$ cat config.mk
export PLATFORM = sky130hd
export DESIGN_NAME = kary_tree_neighbors_flat
export DESIGN_NICKNAME = d
export VERILOG_FILES = /design/src/rtl/core/ktn_pkg.sv /design/src/rtl/core/ktn_ifs.sv /design/src/rtl/core/kary_tree_neighbors.sv /design/src/flat_wrapper.sv
export SDC_FILE = /design/constraint.sdc
export NUM_CORES = 1
export LEC_CHECK = 0
export ABC_AREA = 1
export BUFFER_PORTS_ARGS = -buffer_cell sky130_fd_sc_hd__buf_4
export CAP_MARGIN = 20
export CORE_MARGIN = 1
export CORE_UTILIZATION = 45
export CTS_CLUSTER_DIAMETER = 60
export DETAILED_ROUTE_END_ITERATION = 12
export PLACE_DENSITY_LB_ADDON = 0.25
export SLEW_MARGIN = 5
export SYNTH_ARGS = -nofsm -noshare
export SYNTH_HDL_FRONTEND = slang
export SYNTH_SLANG_ARGS = --single-unit
$ cat constraint.sdc
create_clock -name clk -period 7.35 [get_ports clk]
set_input_delay 1.47 -clock clk [delete_from_list [all_inputs] [get_ports clk]]
set_output_delay 1.47 -clock clk [all_outputs]
set_load 0.1 [all_outputs]
$ cat src/rtl/core/ktn_pkg.sv
// Shared widths, codes, defaults and the sequencer state type for the k-ary tree neighbor block.
package ktn_pkg;

    localparam int PE_W    = 10;
    localparam int SIZE_W  = 11;
    localparam int RADIX_W = 4;
    localparam int COUNT_W = 4;

    localparam int DEF_MAX_PES   = 1024;
    localparam int DEF_MAX_RADIX = 8;

    localparam logic ROLE_PARENT = 1'b0;
    localparam logic ROLE_CHILD  = 1'b1;

    typedef enum logic [3:0] {
        ST_IDLE,
        ST_DIV_POS,
        ST_RANK,
        ST_DIV_RANK,
        ST_PIDX,
        ST_KIDS,
        ST_MUL_PAR,
        ST_EMIT_PAR,
        ST_MUL_KID,
        ST_EMIT_KID
    } ktn_state_t;

endpackage

$ cat src/rtl/core/ktn_ifs.sv
// Valid/ready channel interfaces for tree queries and neighbor results.
interface ktn_query_if
    import ktn_pkg::*;
();
    logic               valid;
    logic               ready;
    logic [RADIX_W-1:0] tree_radix;
    logic [PE_W-1:0]    set_start;
    logic [PE_W-1:0]    set_stride;
    logic [SIZE_W-1:0]  set_size;
    logic [PE_W-1:0]    root_index;

    modport source (
        output valid, tree_radix, set_start, set_stride, set_size, root_index,
        input  ready
    );
    modport sink (
        input  valid, tree_radix, set_start, set_stride, set_size, root_index,
        output ready
    );
endinterface

interface ktn_result_if
    import ktn_pkg::*;
();
    logic               valid;
    logic               ready;
    logic               role;
    logic [PE_W-1:0]    pe_number;
    logic [COUNT_W-1:0] child_count;
    logic               last;

    modport source (
        output valid, role, pe_number, child_count, last,
        input  ready
    );
    modport sink (
        input  valid, role, pe_number, child_count, last,
        output ready
    );
endinterface

$ cat src/rtl/core/kary_tree_neighbors.sv
// K-ary tree neighbor finder: parent and children of this element for a strided set.
//
// A request on the query channel gives a strided set, a root position and a radix.
// The user writes the element number own_pe through cfg_wr_en/cfg_wr_data only
// while idle; the block does not enforce this. The block answers with one parent
// result, then one result per child in rank order, on the result channel; last
// marks the final result. A request whose fields are out of range, or for which
// this element is not a set member, produces no result.
// The position comes from one bit-serial divider pass (skipped for a zero stride),
// the parent rank from another (skipped at the root); the rank, parent-index and
// child-count steps and one bit-serial multiply then put the parent result in the
// output register. The first child takes another multiply and its emit step; each
// further child is formed by adding the stride and is emitted once the output
// register is free. One request is worked at a time; a new one is taken once the
// last result is in the output register.
// Reset clears the sequencer, the output valid and own_pe. A stalled receiver
// holds the output register and the sequencer waits before the next result.
module kary_tree_neighbors
    import ktn_pkg::*;
#(
    parameter int MAX_PES   = DEF_MAX_PES,
    parameter int MAX_RADIX = DEF_MAX_RADIX
) (
    input  logic              clk,
    input  logic              rst_n,
    input  logic              cfg_wr_en,
    input  logic [PE_W-1:0]   cfg_wr_data,
    ktn_query_if.sink         query,
    ktn_result_if.source      result
);

    localparam int DIV_W = SIZE_W;
    localparam int KID_W = RADIX_W + SIZE_W + 1;
    localparam int CNT_W = $clog2(DIV_W + 1);

    ktn_state_t state_reg, state_next;

    logic [PE_W-1:0]    own_pe_reg;
    logic [RADIX_W-1:0] radix_reg, radix_next;
    logic [PE_W-1:0]    start_reg, start_next;
    logic [PE_W-1:0]    stride_reg, stride_next;
    logic [SIZE_W-1:0]  size_reg, size_next;
    logic [PE_W-1:0]    root_reg, root_next;
    logic [SIZE_W-1:0]  rank_reg, rank_next;
    logic [SIZE_W-1:0]  pidx_reg, pidx_next;
    logic [KID_W-1:0]   base_reg, base_next;
    logic [COUNT_W-1:0] nkids_reg, nkids_next;
    logic [COUNT_W-1:0] kid_left_reg, kid_left_next;
    logic [SIZE_W-1:0]  kid_idx_reg, kid_idx_next;
    logic [CNT_W-1:0]   cnt_reg, cnt_next;
    logic [DIV_W-1:0]   div_rem_reg, div_rem_next;
    logic [DIV_W-1:0]   div_quo_reg, div_quo_next;
    logic [DIV_W-1:0]   div_den_reg, div_den_next;
    logic [PE_W-1:0]    mul_acc_reg, mul_acc_next;
    logic [PE_W-1:0]    mul_cand_reg, mul_cand_next;
    logic [PE_W-1:0]    mul_plier_reg, mul_plier_next;
    logic               out_valid_reg, out_valid_next;
    logic               out_role_reg, out_role_next;
    logic [PE_W-1:0]    out_pe_reg, out_pe_next;
    logic [COUNT_W-1:0] out_count_reg, out_count_next;
    logic               out_last_reg, out_last_next;

    logic               query_ok;
    logic               accept;
    logic               out_free;
    logic [DIV_W:0]     div_trial;
    logic               div_ge;
    logic [DIV_W-1:0]   div_rem_step;
    logic [DIV_W-1:0]   div_quo_step;
    logic               div_done;
    logic               mul_done;
    logic [PE_W-1:0]    mul_acc_step;
    logic               pos_ok;
    logic [SIZE_W:0]    rank_sum;
    logic [SIZE_W-1:0]  rank_val;
    logic [SIZE_W:0]    pidx_sum;
    logic               no_kids;
    logic [SIZE_W-1:0]  kid_avail;
    logic [SIZE_W:0]    kid_sum;
    logic [SIZE_W:0]    kid_inc;
    logic               kid_wrap;

    assign query.ready   = (state_reg == ST_IDLE);
    assign accept        = query.valid && query.ready;
    assign out_free      = !out_valid_reg || result.ready;

    assign query_ok = (query.tree_radix >= RADIX_W'(2))
                   && (int'(query.tree_radix) <= MAX_RADIX)
                   && (query.set_size != '0)
                   && (int'(query.set_size) <= MAX_PES)
                   && ({1'b0, query.root_index} < query.set_size)
                   && (own_pe_reg >= query.set_start)
                   && ((query.set_stride != '0) || (own_pe_reg == query.set_start));

    // restoring divider, one quotient bit per cycle
    assign div_trial    = {div_rem_reg, div_quo_reg[DIV_W-1]};
    assign div_ge       = div_trial >= {1'b0, div_den_reg};
    assign div_rem_step = div_ge ? DIV_W'(div_trial - {1'b0, div_den_reg})
                                 : div_trial[DIV_W-1:0];
    assign div_quo_step = {div_quo_reg[DIV_W-2:0], div_ge};
    assign div_done     = (cnt_reg == CNT_W'(DIV_W - 1));

    // shift-add multiplier, result kept modulo the element field
    assign mul_acc_step = mul_acc_reg + (mul_plier_reg[0] ? mul_cand_reg : '0);
    assign mul_done     = (cnt_reg == CNT_W'(PE_W - 1));

    assign pos_ok   = div_quo_reg < size_reg;
    assign rank_sum = {1'b0, div_quo_reg} + {1'b0, size_reg} - (SIZE_W+1)'(root_reg);
    assign rank_val = (rank_sum >= {1'b0, size_reg}) ? SIZE_W'(rank_sum - {1'b0, size_reg})
                                                     : rank_sum[SIZE_W-1:0];
    assign pidx_sum = {1'b0, div_quo_reg} + (SIZE_W+1)'(root_reg);

    assign no_kids   = base_reg >= KID_W'(size_reg);
    assign kid_avail = size_reg - base_reg[SIZE_W-1:0];
    assign kid_sum   = (SIZE_W+1)'(root_reg) + {1'b0, base_reg[SIZE_W-1:0]};
    assign kid_inc   = {1'b0, kid_idx_reg} + (SIZE_W+1)'(1);
    assign kid_wrap  = (kid_inc == {1'b0, size_reg});

    always_comb
    begin
        state_next = state_reg;
        case (state_reg)
            ST_IDLE:
            begin
                if (accept && query_ok)
                begin
                    state_next = (query.set_stride == '0) ? ST_RANK : ST_DIV_POS;
                end
            end
            ST_DIV_POS:
            begin
                if (div_done)
                begin
                    state_next = (div_rem_step != '0) ? ST_IDLE : ST_RANK;
                end
            end
            ST_RANK:
            begin
                if (!pos_ok)
                begin
                    state_next = ST_IDLE;
                end
                else
                begin
                    state_next = (rank_val == '0) ? ST_PIDX : ST_DIV_RANK;
                end
            end
            ST_DIV_RANK:
            begin
                if (div_done)
                begin
                    state_next = ST_PIDX;
                end
            end
            ST_PIDX:     state_next = ST_KIDS;
            ST_KIDS:     state_next = ST_MUL_PAR;
            ST_MUL_PAR:
            begin
                if (mul_done)
                begin
                    state_next = ST_EMIT_PAR;
                end
            end
            ST_EMIT_PAR:
            begin
                if (out_free)
                begin
                    state_next = (nkids_reg == '0) ? ST_IDLE : ST_MUL_KID;
                end
            end
            ST_MUL_KID:
            begin
                if (mul_done)
                begin
                    state_next = ST_EMIT_KID;
                end
            end
            ST_EMIT_KID:
            begin
                if (out_free && (kid_left_reg == COUNT_W'(1)))
                begin
                    state_next = ST_IDLE;
                end
            end
            default:     state_next = ST_IDLE;
        endcase
    end

    always_comb
    begin
        radix_next     = radix_reg;
        start_next     = start_reg;
        stride_next    = stride_reg;
        size_next      = size_reg;
        root_next      = root_reg;
        rank_next      = rank_reg;
        pidx_next      = pidx_reg;
        base_next      = base_reg;
        nkids_next     = nkids_reg;
        kid_left_next  = kid_left_reg;
        kid_idx_next   = kid_idx_reg;
        cnt_next       = cnt_reg + CNT_W'(1);
        div_rem_next   = div_rem_reg;
        div_quo_next   = div_quo_reg;
        div_den_next   = div_den_reg;
        mul_acc_next   = mul_acc_reg;
        mul_cand_next  = mul_cand_reg;
        mul_plier_next = mul_plier_reg;
        out_valid_next = out_valid_reg && !result.ready;
        out_role_next  = out_role_reg;
        out_pe_next    = out_pe_reg;
        out_count_next = out_count_reg;
        out_last_next  = out_last_reg;

        case (state_reg)
            ST_IDLE:
            begin
                radix_next   = query.tree_radix;
                start_next   = query.set_start;
                stride_next  = query.set_stride;
                size_next    = query.set_size;
                root_next    = query.root_index;
                cnt_next     = '0;
                div_rem_next = '0;
                div_quo_next = (query.set_stride == '0) ? '0
                             : DIV_W'(own_pe_reg - query.set_start);
                div_den_next = DIV_W'(query.set_stride);
            end
            ST_DIV_POS, ST_DIV_RANK:
            begin
                div_rem_next = div_rem_step;
                div_quo_next = div_quo_step;
            end
            ST_RANK:
            begin
                rank_next    = rank_val;
                cnt_next     = '0;
                div_rem_next = '0;
                div_quo_next = (rank_val == '0) ? '0 : rank_val - SIZE_W'(1);
                div_den_next = DIV_W'(radix_reg);
            end
            ST_PIDX:
            begin
                pidx_next = (pidx_sum >= {1'b0, size_reg}) ? SIZE_W'(pidx_sum - {1'b0, size_reg})
                                                           : pidx_sum[SIZE_W-1:0];
                base_next = KID_W'(radix_reg) * KID_W'(rank_reg) + KID_W'(1);
            end
            ST_KIDS:
            begin
                if (no_kids)
                begin
                    nkids_next = '0;
                end
                else if (kid_avail >= SIZE_W'(radix_reg))
                begin
                    nkids_next = COUNT_W'(radix_reg);
                end
                else
                begin
                    nkids_next = kid_avail[COUNT_W-1:0];
                end
                kid_left_next  = nkids_next;
                kid_idx_next   = (kid_sum >= {1'b0, size_reg}) ? SIZE_W'(kid_sum - {1'b0, size_reg})
                                                               : kid_sum[SIZE_W-1:0];
                cnt_next       = '0;
                mul_acc_next   = start_reg;
                mul_cand_next  = stride_reg;
                mul_plier_next = pidx_reg[PE_W-1:0];
            end
            ST_MUL_PAR, ST_MUL_KID:
            begin
                mul_acc_next   = mul_acc_step;
                mul_cand_next  = {mul_cand_reg[PE_W-2:0], 1'b0};
                mul_plier_next = {1'b0, mul_plier_reg[PE_W-1:1]};
            end
            ST_EMIT_PAR:
            begin
                if (out_free)
                begin
                    out_valid_next = 1'b1;
                    out_role_next  = ROLE_PARENT;
                    out_pe_next    = mul_acc_reg;
                    out_count_next = nkids_reg;
                    out_last_next  = (nkids_reg == '0);
                    cnt_next       = '0;
                    mul_acc_next   = start_reg;
                    mul_cand_next  = stride_reg;
                    mul_plier_next = kid_idx_reg[PE_W-1:0];
                end
            end
            ST_EMIT_KID:
            begin
                if (out_free)
                begin
                    out_valid_next = 1'b1;
                    out_role_next  = ROLE_CHILD;
                    out_pe_next    = mul_acc_reg;
                    out_count_next = nkids_reg;
                    out_last_next  = (kid_left_reg == COUNT_W'(1));
                    kid_left_next  = kid_left_reg - COUNT_W'(1);
                    // next child rank: step one stride, or back to start on wrap
                    kid_idx_next   = kid_wrap ? '0 : kid_inc[SIZE_W-1:0];
                    mul_acc_next   = kid_wrap ? start_reg : mul_acc_reg + stride_reg;
                end
            end
            default:
            begin
                cnt_next = '0;
            end
        endcase
    end

    always_ff @(posedge clk or negedge rst_n)
    begin
        if (!rst_n)
        begin
            state_reg     <= ST_IDLE;
            out_valid_reg <= 1'b0;
            own_pe_reg    <= '0;
        end
        else
        begin
            state_reg     <= state_next;
            out_valid_reg <= out_valid_next;
            if (cfg_wr_en)
            begin
                own_pe_reg <= cfg_wr_data;
            end
        end
    end

    always_ff @(posedge clk)
    begin
        radix_reg     <= radix_next;
        start_reg     <= start_next;
        stride_reg    <= stride_next;
        size_reg      <= size_next;
        root_reg      <= root_next;
        rank_reg      <= rank_next;
        pidx_reg      <= pidx_next;
        base_reg      <= base_next;
        nkids_reg     <= nkids_next;
        kid_left_reg  <= kid_left_next;
        kid_idx_reg   <= kid_idx_next;
        cnt_reg       <= cnt_next;
        div_rem_reg   <= div_rem_next;
        div_quo_reg   <= div_quo_next;
        div_den_reg   <= div_den_next;
        mul_acc_reg   <= mul_acc_next;
        mul_cand_reg  <= mul_cand_next;
        mul_plier_reg <= mul_plier_next;
        out_role_reg  <= out_role_next;
        out_pe_reg    <= out_pe_next;
        out_count_reg <= out_count_next;
        out_last_reg  <= out_last_next;
    end

    assign result.valid       = out_valid_reg;
    assign result.role        = out_role_reg;
    assign result.pe_number   = out_pe_reg;
    assign result.child_count = out_count_reg;
    assign result.last        = out_last_reg;

endmodule
$ cat src/flat_wrapper.sv
// flat-port wrapper written by rule: the top's interface ports become plain ports
module kary_tree_neighbors_flat import ktn_pkg::*;
#(
    parameter int MAX_PES   = DEF_MAX_PES,
    parameter int MAX_RADIX = DEF_MAX_RADIX
)
  (clk, rst_n, cfg_wr_en, cfg_wr_data, query_valid, query_tree_radix, query_set_start, query_set_stride, query_set_size, query_root_index, query_ready, result_valid, result_role, result_pe_number, result_child_count, result_last, result_ready);
  ktn_query_if query_i ();
  ktn_result_if result_i ();
  input  logic clk;
  input  logic rst_n;
  input  logic cfg_wr_en;
  input  logic [PE_W-1:0] cfg_wr_data;
  input wire logic [$bits(query_i.valid)-1:0] query_valid;
  input wire logic [$bits(query_i.tree_radix)-1:0] query_tree_radix;
  input wire logic [$bits(query_i.set_start)-1:0] query_set_start;
  input wire logic [$bits(query_i.set_stride)-1:0] query_set_stride;
  input wire logic [$bits(query_i.set_size)-1:0] query_set_size;
  input wire logic [$bits(query_i.root_index)-1:0] query_root_index;
  output wire logic [$bits(query_i.ready)-1:0] query_ready;
  output wire logic [$bits(result_i.valid)-1:0] result_valid;
  output wire logic [$bits(result_i.role)-1:0] result_role;
  output wire logic [$bits(result_i.pe_number)-1:0] result_pe_number;
  output wire logic [$bits(result_i.child_count)-1:0] result_child_count;
  output wire logic [$bits(result_i.last)-1:0] result_last;
  input wire logic [$bits(result_i.ready)-1:0] result_ready;
  assign query_i.valid = query_valid;
  assign query_i.tree_radix = query_tree_radix;
  assign query_i.set_start = query_set_start;
  assign query_i.set_stride = query_set_stride;
  assign query_i.set_size = query_set_size;
  assign query_i.root_index = query_root_index;
  assign query_ready = query_i.ready;
  assign result_valid = result_i.valid;
  assign result_role = result_i.role;
  assign result_pe_number = result_i.pe_number;
  assign result_child_count = result_i.child_count;
  assign result_last = result_i.last;
  assign result_i.ready = result_ready;
  kary_tree_neighbors #(.MAX_PES(MAX_PES), .MAX_RADIX(MAX_RADIX)) u_core (.clk(clk), .rst_n(rst_n), .cfg_wr_en(cfg_wr_en), .cfg_wr_data(cfg_wr_data), .query(query_i), .result(result_i));
endmodule
# Word level (Yosys, flattened, before mapping)
# Index checks and enable logic that the tools add are counted.
totals:
  in_bits: 60
  reg_bits: 199
  elab_cells: 164
  out_inout_bits: 18
op_classes:
  add_sub_neg: 17
  magnitude_cmp: 12
  n_mul: 1
  eq_ne: 22
  muxes: 48
  n_reduce_logical: 39
op_table:
  columns: ["op", "n"]
  rows:
  - ["$mux W11", 7]
  - ["$mux W10", 7]
  - ["$pmux W11 S2", 3]
  - ["$pmux W10 S3", 2]
  - ["$mux W4", 13]
  - ["$ge A12 B11 Y1", 4]
  - ["$sub A11 B11 Y11", 4]
  - ["$pmux W10 S4", 1]
  - ["$pmux W4 S10", 1]
  - ["$pmux W11 S3", 1]
  - ["$reduce_bool A11 Y1", 2]
  - ["$add A10 B10 Y10", 2]
  - ["$add A15 B1 Y16 const B", 1]
  - ["$eq A4 B3 Y1 const B", 4]
  - ["$eq A4 B4 Y1 const B", 4]
  - ["$ge A16 B11 Y1", 1]
  - ["$pmux W4 S2", 2]
  - ["$mul A4 B11 Y15", 1]
  - ["$ne A2 B1 Y1 const B", 7]
  - ["$add A10 B11 Y12", 1]
  - ["$add A11 B1 Y12 const B", 1]
  - ["$add A11 B10 Y12", 1]
  - ["$add A11 B11 Y12", 1]
  - ["$eq A12 B11 Y1", 1]
  - ["other kinds (36)", 67]

# Longest topological paths before layout
logic_depth:
  word_depth: 10
  depth_mapped: 31
  mapped_depth_nobuf: 30

# Worst setup path before layout
# Ideal clock, no wire load.
synth_timing:
  path_kind: "register -> output"
  startpoint: "register u_core.state_reg[2]"
  endpoint: "output port query_ready"
  required_time_ns: 5.880
  slack_ns: 0.949
  stages_incl_launch_ff: 4
  t_arrival_ns: 4.931
  cell_sequence: "dfrtp_1 > nor2_1 > inv_1 > nor2_1"
synth_between:
  elab_chain_cells: 1
synth_lines:
  columns: ["element", "line", "source"]
  rows:
  - ["start, declared", "kary_tree_neighbors.sv:36", "ktn_state_t state_reg, state_next;"]
  - ["start signal, assigned", "kary_tree_neighbors.sv:323", "state_reg <= state_next;"]
  - ["$logic_not A4 Y1", "kary_tree_neighbors.sv:83", "assign query.ready = (state_reg == ST_IDLE);"]
  - ["end, declared", "flat_wrapper.sv:20", "output wire logic [$bits(query_i.ready)-1:0] query_ready;"]
# No other way between the ends.

# Worst setup path in the final report
layout_timing:
  startpoint: "register u_core.size_reg[1]"
  endpoint: "register u_core.div_quo_reg[7], data pin"
layout_between:
  elab_chain_cells: 7
layout_lines:
  columns: ["element", "line", "source"]
  rows:
  - ["start, declared", "kary_tree_neighbors.sv:42", "logic [SIZE_W-1:0] size_reg, size_next;"]
  - ["start signal, assigned", "kary_tree_neighbors.sv:337", "size_reg <= size_next;"]
  - ["$add A11 B11 Y12", "kary_tree_neighbors.sv:108", "assign rank_sum = {1'b0, div_quo_reg} + {1'b0, size_reg} - (SIZE_W+1)'(root_reg);"]
  - ["$sub A12 B10 Y12", "kary_tree_neighbors.sv:108", null]
  - ["$sub A11 B11 Y11 or $ge A12 B11 Y1 (tied branches)", "kary_tree_neighbors.sv:109", "assign rank_val = (rank_sum >= {1'b0, size_reg}) ? SIZE_W'(rank_sum - {1'b0, size_reg})"]
  - ["$mux W11 (*)", "kary_tree_neighbors.sv:109", null]
  - ["$sub A11 B1 Y11 or $logic_not A11 Y1 (tied branches)", "kary_tree_neighbors.sv:239", "div_quo_next = (rank_val == '0) ? '0 : rank_val - SIZE_W'(1);"]
  - ["$mux W11 (*)", "kary_tree_neighbors.sv:239", null]
  - ["$pmux W11 S3 (*)", "kary_tree_neighbors.sv:215", "case (state_reg)"]
  - ["named net u_core.div_quo_next[7]", "kary_tree_neighbors.sv:52", "logic [DIV_W-1:0] div_quo_reg, div_quo_next;"]
  - ["end signal, assigned", "kary_tree_neighbors.sv:347", "div_quo_reg <= div_quo_next;"]
  - ["end, declared", "kary_tree_neighbors.sv:52", null]
# The timed path passes the listed nets; every way through them passes the cells marked *.
# A chain may end at the register's enable or synchronous reset.

==> results.toml <==
[sta]
max_slew.worst_pin.slew_ns = 1.09
finalCriticalPeriod_ns = 5.57
max_freq_ghz = 0.180
slew_viol_final = 0
tns_ns = 0
hold_violations = 0
period_share_pct = 75.8
setup_violations = 0
rsz0062_at_grt = "no"
fin_skew_ns = 0.0184
maxSlewHeadroom_pct = 27.3

[floorplan]
design.die.area_um2 = 37600
rows = 69
core_um2 = 35900
start_util_pct = 46.2
die_w_um = 194
die_h_um = 194
pin_count = 78

[synth]
synth_most_common_cell = "nand2_1"
ys_warn_count = 0
synth_common_cells = "nand2_1 (451), inv_1 (360), ha_1 (183)"
syn_inst = 2039
synth_top_cell_area_share_pct = 32.4
yosysUniqueCellTypes = 60
syn_area_um2 = 16600
ys_seq_area_share_pct = 35.1
synth-seq-cells = 198
syn_nets = 2320
syn_avg_cell_area_um2 = 8.14
synth_area_leaders = "edfxtp_1 (32%), ha_1 (14%), nand2_1 (10%)"
synthArstFlopShare_pct = 7.58
ys.flop_type = "edfxtp_1"
synth_top_area_cell = "edfxtp_1"
synth_edf_count = 179

[global_route]
antenna_found_initial = 0
grtUsageTotal_pct = 24.2
grt_overflow_total = 0
grt_max_degree = 48
grt_pass1_wl_um = 70200
grt_pass1_vias = 13100

[hold_path]
hp-class = "reg -> reg"
hold_depth = 0
hold_path_end = "u_core.result.child_count[0]$_DFFE_PP_"
hp-start = "u_core.nkids_reg[0]$_DFFE_PP_"

[worst_setup_path]
endpoint_kind = "flop"
cp_max_fo = 21
worstPathArrival_ns = 5.77
reg2reg_depth = 23
r2r_end = "u_core.div_quo_reg[7]$_DFFE_PP_"
worstSetupStartpointType = "flop"
crit_type = "reg -> reg"
r2r_slack_ns = 1.78
worstReg2RegStart = "u_core.size_reg[1]$_DFFE_PP_"
cp.required_ns = 7.55

[clock_tree]
clockRootBuffer = "clkbuf_16"
clk_pin_slew_ns = 0.08
cts_sinks = 198
cts_resized = 0
cts_buffers = 17
cts_tree = "done"
post-cts-setup-buffers = 0
ctsHtreeMaxLevel = 4
cts_buffer_depth = 2
cts_hold_buf = 0
clk_latency_ns = 0.47

[routing]
wire_per_inst_um = 17.1
drc = 0
routed_via_density = 5.29
vias = 13700
detail-route-antenna-nets = 0
postRouteWirelength_um = 44400
drt_first_iter_violations = 1200
drt_pre_antenna_iters = 7

[final_layout]
nets = 2400
largest_register_ffs = 16
drive_gt1_share_pct = 7.93
synthToLayoutAreaGrowth_pct = 10.5

[place]
gp_congestion = 0.950
port_buffers = 77
place_hpwl_um = 36000

[flow_run]
maxCapViolations = 0

[status]
status = "finished clean"
[cell type report]
class                           instances  area [um^2]
Fill cell                            3397        17600
Multi-Input combinational cell       1452         9280
Sequential cell                       198         5830
Inverter                              362         1360
Timing Repair Buffer                   88          661
Tap cell                              461          577
Clock buffer                           17          425
Clock inverter                         15          200
Antenna cell                            1         2.50
[cells in the final DEF, fill, tap and decap left out, types with 4 or more instances in the layout]
master | Yosys | final
o21bai_1 | 16 | 16
clkbuf_16 | 0 | 17
inv_1 | 360 | 360
mux2_2 | 9 | 9
o21a_1 | 4 | 4
a31oi_1 | 10 | 10
nand3_1 | 95 | 95
a21o_1 | 6 | 6
dfrtp_1 | 15 | 15
nand2_1 | 451 | 451
ha_1 | 183 | 183
a22oi_1 | 11 | 11
or2_2 | 13 | 13
nand3b_1 | 5 | 5
xnor2_1 | 29 | 29
fa_1 | 38 | 38
a21oi_1 | 130 | 130
o2111ai_1 | 4 | 4
xor2_1 | 69 | 69
buf_4 | 1 | 88
clkinv_8 | 0 | 6
nor4_1 | 5 | 5
nor3_1 | 18 | 18
nor2_1 | 155 | 152
a21boi_0 | 4 | 4
o21ai_1 | 5 | 5
o21ai_0 | 115 | 115
nand4_1 | 20 | 20
dfxtp_1 | 4 | 4
nor2_2 | 5 | 7
o211ai_1 | 15 | 15
edfxtp_1 | 179 | 179
[routing by layer]
metal  global-route usage, %  vias to the layer above  wire length, um
met4                    10.6                        0             1670
met3                    4.09                       69             2690
met2                    37.3                      402            19500
met5                       0                        -                0
li1                        -                     6878                -
met1                    33.3                     6369            20600
[logic make-up after synthesis]
logic type / Yosys count / synth area share (%)
adder cells (fa/ha/maj): 221 / 18.4
XOR/XNOR: 98 / 5.17
flip-flops: 198 / 35.1
multiplexers: 9 / 0.611
AO/OA/AOI/OAI: 336 / 11.5
buffers and inverters: 389 / 8.97
AND/OR/NAND/NOR: 788 / 20.2
[worst max-delay path, cell delays in order, from the launching register on]
cell,delay [ns]
edfxtp_1,0.51
inv_1,0.40
fa_1,0.54
fa_1,0.48
inv_1,0.11
nand3_1,0.08
nand2_1,0.11
nand2_1,0.06
nand2_1,0.08
xnor2_1,0.15
inv_1,0.11
ha_1,0.34
nand2_1,0.13
inv_1,0.05
a21oi_1,0.18
nand4_1,0.14
nand2_2,0.25
nand4_2,0.46
o21ai_2,0.39
nand2_1,0.14
nor2_1,0.19
nand3_4,0.17
nand3_1,0.14
nand3_1,0.11
[per-stage QoR]
step / hold slack, ns / instance area [um^2] / util (%) / instances / setup WS (ns)
6_report: 0.451 / 18300 / 51.1 / 2594 / 1.78
5_1_grt: 0.454 / 18300 / 51.1 / 2593 / 1.26
4_1_cts: 0.451 / 18300 / 51.1 / 2593 / 1.79
3_5_place_dp: 0.433 / 17700 / 49.3 / 2561 / 1.81
3_3_place_gp: 0.424 / 17700 / 49.3 / 2561 / 2.00
2_1_floorplan: 0.417 / 16600 / - / 2039 / 0.949
[how the worst max path moves through the flow]
stage                     slack, ns  depth (start not counted)                             from                               to
after CTS                      1.79                         23     u_core.size_reg[1]$_DFFE_PP_  u_core.div_quo_reg[7]$_DFFE_PP_
final                          1.78                         23     u_core.size_reg[1]$_DFFE_PP_  u_core.div_quo_reg[7]$_DFFE_PP_
after global placement         2.00                         23     u_core.size_reg[1]$_DFFE_PP_  u_core.div_quo_reg[0]$_DFFE_PP_
after global routing           1.26                         23     u_core.size_reg[1]$_DFFE_PP_  u_core.div_quo_reg[7]$_DFFE_PP_
after floorplan                0.95                          3  u_core.state_reg[2]$_DFFE_PN0P_                      query_ready
after detailed placement       1.81                         23     u_core.size_reg[1]$_DFFE_PP_  u_core.div_quo_reg[7]$_DFFE_PP_
Power is left out: the tool's default activity adds up to more than one toggle a clock period on the data nets, which glitch-free logic cannot reach.
